$ cat config.mk
export PLATFORM = sky130hd
export DESIGN_NAME = dots_ctrl
export DESIGN_NICKNAME = d
export VERILOG_FILES = /design/src/hdl/dots_pkg.sv /design/src/hdl/dots_ctrl.sv
export VERILOG_INCLUDE_DIRS = /design/src /design/src/hdl
export SDC_FILE = /design/constraint.sdc
export NUM_CORES = 1
export LEC_CHECK = 0
export BUFFER_PORTS_ARGS = -buffer_cell sky130_fd_sc_hd__buf_2
export CAP_MARGIN = 15
export CORE_AREA = 5 5 42 44
export CTS_CLUSTER_DIAMETER = 200
export DETAILED_ROUTE_END_ITERATION = 7
export DIE_AREA = 0 0 47 49
export HOLD_SLACK_MARGIN = 0.1
export PLACE_DENSITY = 0.41
export SLEW_MARGIN = 20
export SYNTH_ARGS = -nofsm -noshare
export SYNTH_HDL_FRONTEND = slang
export SYNTH_SLANG_ARGS = --single-unit
export TNS_END_PERCENT = 10
$ cat constraint.sdc
create_clock -name clock -period 4.2 [get_ports clock]
set_input_delay 0.21 -clock clock [delete_from_list [all_inputs] [get_ports clock]]
set_output_delay 0.21 -clock clock [all_outputs]
set_load 0.005 [all_outputs]
$ cat src/hdl/dense_owner_table_swap_remove_macros.svh
// Assertion macros used by the table's control module.
`ifndef DENSE_OWNER_TABLE_SWAP_REMOVE_MACROS_SVH
`define DENSE_OWNER_TABLE_SWAP_REMOVE_MACROS_SVH

`ifndef SYNTHESIS
`define DOTS_ASSERT_SAME(label, clk, rst, ante, cons) \
   label: assert property (@(posedge clk) disable iff (rst) (ante) |-> (cons)) \
      else $error("dense owner table: same-cycle check failed");
`define DOTS_ASSERT_NEXT(label, clk, rst, ante, cons) \
   label: assert property (@(posedge clk) disable iff (rst) (ante) |=> (cons)) \
      else $error("dense owner table: next-cycle check failed");
`else
`define DOTS_ASSERT_SAME(label, clk, rst, ante, cons)
`define DOTS_ASSERT_NEXT(label, clk, rst, ante, cons)
`endif

`endif

$ cat src/hdl/dots_pkg.sv
package dots_pkg;

   localparam int SLOT_W = 10;
   localparam int WORD_W = 32;

   typedef enum logic [2:0] {
      FUNC_ADD         = 3'd0,
      FUNC_REMOVE      = 3'd1,
      FUNC_READ_VALUE  = 3'd2,
      FUNC_WRITE_VALUE = 3'd3,
      FUNC_CONTAINS    = 3'd4,
      FUNC_READ_OWNER  = 3'd5
   } func_type;

   typedef enum logic [1:0] {
      STATUS_OK    = 2'd0,
      STATUS_FULL  = 2'd1,
      STATUS_RANGE = 2'd2,
      STATUS_OWNER = 2'd3
   } status_type;

   typedef struct packed {
      func_type            func;
      logic [SLOT_W-1:0]   slot_index;
      logic [WORD_W-1:0]   owner_id;
      logic [WORD_W-1:0]   value_in;
   } req_type;

   typedef struct packed {
      status_type          status;
      logic [SLOT_W-1:0]   slot_out;
      logic                moved;
      logic [WORD_W-1:0]   owner_out;
      logic [WORD_W-1:0]   value_out;
      logic                found;
   } rsp_type;

   typedef enum logic [1:0] {
      ADDR_REQ  = 2'd0,
      ADDR_HELD = 2'd1,
      ADDR_LAST = 2'd2
   } addr_sel_type;

   typedef struct packed {
      logic         load_req;
      addr_sel_type addr_sel;
      logic         finish;
      logic         move_commit;
   } cmd_type;

   typedef struct packed {
      logic needs_move;
   } stat_type;

endpackage

$ cat src/hdl/dots_ctrl.sv
`include "dense_owner_table_swap_remove_macros.svh"

module dots_ctrl (
   input  logic               clock,
   input  logic               reset,
   input  logic               req_valid,
   output logic               req_ready,
   output logic               rsp_valid,
   input  logic               rsp_ready,
   input  dots_pkg::stat_type stat,
   output dots_pkg::cmd_type  cmd
);

   import dots_pkg::*;

   typedef enum logic [1:0] {
      ST_IDLE,
      ST_CHECK,
      ST_MOVE
   } state_type;

   state_type state_ff, state_in;
   logic      rsp_valid_ff, rsp_valid_in;
   logic      rsp_free;

   assign rsp_free  = !rsp_valid_ff || rsp_ready;
   assign req_ready = (state_ff == ST_IDLE);
   assign rsp_valid = rsp_valid_ff;

   always_comb begin
      state_in     = state_ff;
      rsp_valid_in = rsp_valid_ff && !rsp_ready;
      cmd          = '0;
      cmd.addr_sel = ADDR_HELD;
      unique case (state_ff)
         ST_IDLE: begin
            cmd.addr_sel = ADDR_REQ;
            if (req_valid) begin
               cmd.load_req = 1'b1;
               state_in     = ST_CHECK;
            end
         end
         ST_CHECK: begin
            if (stat.needs_move) begin
               cmd.addr_sel = ADDR_LAST;
               state_in     = ST_MOVE;
            end else if (rsp_free) begin
               cmd.finish   = 1'b1;
               rsp_valid_in = 1'b1;
               state_in     = ST_IDLE;
            end
         end
         ST_MOVE: begin
            cmd.addr_sel = ADDR_LAST;
            if (rsp_free) begin
               cmd.move_commit = 1'b1;
               rsp_valid_in    = 1'b1;
               state_in        = ST_IDLE;
            end
         end
         default: begin
            state_in = ST_IDLE;
         end
      endcase
   end

   always_ff @(posedge clock) begin
      if (reset) begin
         state_ff     <= ST_IDLE;
         rsp_valid_ff <= 1'b0;
      end else begin
         state_ff     <= state_in;
         rsp_valid_ff <= rsp_valid_in;
      end
   end

   `DOTS_ASSERT_NEXT(a_one_item_at_a_time, clock, reset, req_valid && req_ready, !req_ready)
   `DOTS_ASSERT_SAME(a_result_slot_free, clock, reset, cmd.finish || cmd.move_commit, rsp_free)
   `DOTS_ASSERT_SAME(a_move_follows_check, clock, reset, state_ff == ST_MOVE,
      $past(state_ff) == ST_CHECK || $past(state_ff) == ST_MOVE)
   `DOTS_ASSERT_SAME(a_move_reads_last, clock, reset, state_ff == ST_MOVE,
      cmd.addr_sel == ADDR_LAST)

endmodule

==> results.ini <==
[status]
status = finished clean

[clock_tree]
cts_tree = yes
cts-root-buf = clkbuf_4
htreeDepth = 1
clockBufferDepth = 2
cts.sinks = 3
cts_setup_buffers = 0
clkSlewWorstSetupHoldPaths_ns = 0.03
clk_latency_ns = 0.23
ctsHoldBuffers = 0
postCtsResizedCells = 0
numCtsBuffers = 3

[grt]
grt_pass1_wl_um = 986
top_usage_layer = met2
use_met2 = 0.0882
use_met1 = 0.0635
first_global_vias = 258
antenna_found_initial = 0
grt_usage = 0.0605
grt_max_degree = 7
overflow = 0
grt_util_met3 = 0.0111

[critical_path]
worstPathCellList = inv_1 -> ha_1 -> nor2b_1 -> or2_2 -> buf_2
critPathCaptureType = primary output
critPathBufInv = 2
critPathTopFamily = simple AND/OR/NAND/NOR gates
crit_type = flop to primary output
critPathLaunchType = flop
cp.required_ns = 3.99
max_stage_delay_ns = 0.35
crit_arrival_ns = 1.47
crit_fanout = 5
critPathSlowestCell = dfxtp_1

[power]
ir_drop_uv = 60.8
clock_power_share = 0.456
swShare = 0.262
p_int_uw = 79.0
power_density_nw_per_um2 = 296
p_comb_frac = 0.238
p_sw_uw = 28.1
leakagePower_nw = 0.182
power_frac_seq = 0.306

[flow_run]
max-cap-violations = 0

[timing]
finalHoldViolations = 0
setup_viol = 0
finalClockSkew_ns = 0.000278
fin_hold_ws_ns = 0.184
drv_slew = 0
fmaxAchievable_mhz = 595
relSlewSlack = 0.817
min_period_ns = 1.68
rsz0062_at_grt = false
setup_tns_ns = 0
finalCritPeriodShare = 0.400
worst_slew_pin_slew_ns = 0.274

[logic_synthesis]
synth_top_area_cell = dfxtp_1
synth_edf_count = 0
synth-adder-area-share = 0.192
muxShareOfSynthArea = 0.0385
synth_top_family_by_area = simple AND/OR/NAND/NOR gates
avgSynthCellArea_um2 = 7.65
synth_area_um2 = 260
yosysMostFrequentCell = inv_1
synthTopCellsByCount = inv_1 (5), ha_1 (4)
async_flop_share = 0
syn_inst = 34
yosysTopAreaCellShare = 0.231
syn_nets = 43
yosysUniqueCellTypes = 16
synth-seq-cells = 3
synth_area_leaders = dfxtp_1 (23%), ha_1 (19%), inv_1 (7.2%)
yosysWarnings = 0
synth-compound-area-share = 0.178
yosys.area_share.xor_xnor = 0
synth_ff_type = dfxtp_1
synth-simple-area-share = 0.288
ys_seq_area_frac = 0.231

[final_layout]
final_area_um2 = 362
nets = 59
final_util = 0.258
n_fill_cell = 167
syn_to_final_growth_pct = 38.9
regArea_um2 = 60.1
diodes = 0
multi_input_area_um2 = 181
drive_gt1_frac = 0.327

[drt]
avgRoutedWirePerCell_um = 8.97
drt_iter0_markers = 4
drcViolationCount = 0
wirelength_um = 583
ant_nets = 0
via_count = 257
vias_per_cell = 3.95
dr.pass1.iters = 4

[floorplanning]
ioPinCount = 12
die_h_um = 49
start_util = 0.186
core_area_um2 = 1400
die_area_um2 = 2300
die_x_um = 47
core.rowCount = 14

[placed_design]
dp_hpwl_um = 508
placed_cell_area_um2 = 335
port_buffers = 11
gp_congestion = 0.707

[min_path]
hold_class = primary input to flop

-- worst reg2reg max path: stages (launching register included) --
cell and delay (ns):
dfxtp_1 0.43, inv_1 0.10, ha_1 0.24, nor2b_1 0.15, or4_1 0.40, o31ai_1 0.07
-- power by group through the flow --
stage	Sequential, mW	Clock (mW)	Combinational, mW
6_report	0.0327	0.0488	0.0255
3_3_place_gp	0.0334	0	0.0263
3_5_place_dp	0.0331	0	0.0259
4_1_cts	0.0327	0.0510	0.0261
2_1_floorplan	0.0326	0	0.0158
5_1_grt	0.0329	0.0553	0.0293
-- per-layer routing --
metal  wire length [µm]  share of wire
met2                305           0.52
met5                  0              0
met4                  0              0
met1                263           0.45
met3                 14          0.024
-- area by class of cell --
class	count	share of cell area
well taps	16	0.0554
repair buffers	11	0.152
inverters	5	0.0519
flip-flops and latches	3	0.166
multi-input cells	26	0.502
clock buffers	4	0.0727
-- registers in the layout (all words and copies together), names as in the netlist --
name       cells
rsp_valid      1
state_ff       2
-- layout by cell type (no fill, tap or decap) --
cell,n
a21oi_1,2
nand2_1,3
o31ai_1,1
and2_1,1
nor3b_1,1
clkbuf_4,3
clkbuf_1,1
dfxtp_1,3
a211oi_1,1
nor2_1,3
mux2i_1,1
o211ai_1,2
nor2b_1,3
o22ai_1,1
or2_2,2
or4_1,1
ha_1,4
buf_2,11
inv_1,5
-- through the flow --
stage,power [mW],setup slack [ns],instances
2_1_floorplan,0.0484,2.84,34
3_3_place_gp,0.0597,2.73,61
3_5_place_dp,0.0590,2.74,61
4_1_cts,0.110,2.50,65
5_1_grt,0.118,2.40,65
6_report,0.107,2.52,65
-- path summary, 6_finish.rpt --
kind                             startpoint     endpoint  slack (ns)  depth (start not counted)
worst max-delay path            state_ff[1]       cmd[2]        2.52                          5
worst min-delay path                  reset  state_ff[0]        0.18                          2
worst max register to register  state_ff[0]  state_ff[1]        2.74                          5
worst min register to register  state_ff[0]  state_ff[0]        0.57                          2
-- kinds of logic after synthesis --
| logic type | after synthesis |
|---|---|
| adder cells (fa/ha/maj) | 4 |
| AO/OA/AOI/OAI | 7 |
| flip-flops | 3 |
| multiplexers | 1 |
| AND/OR/NAND/NOR | 14 |
| buffers and inverters | 5 |
No activity file was read; power rests on OpenSTA's default activity.
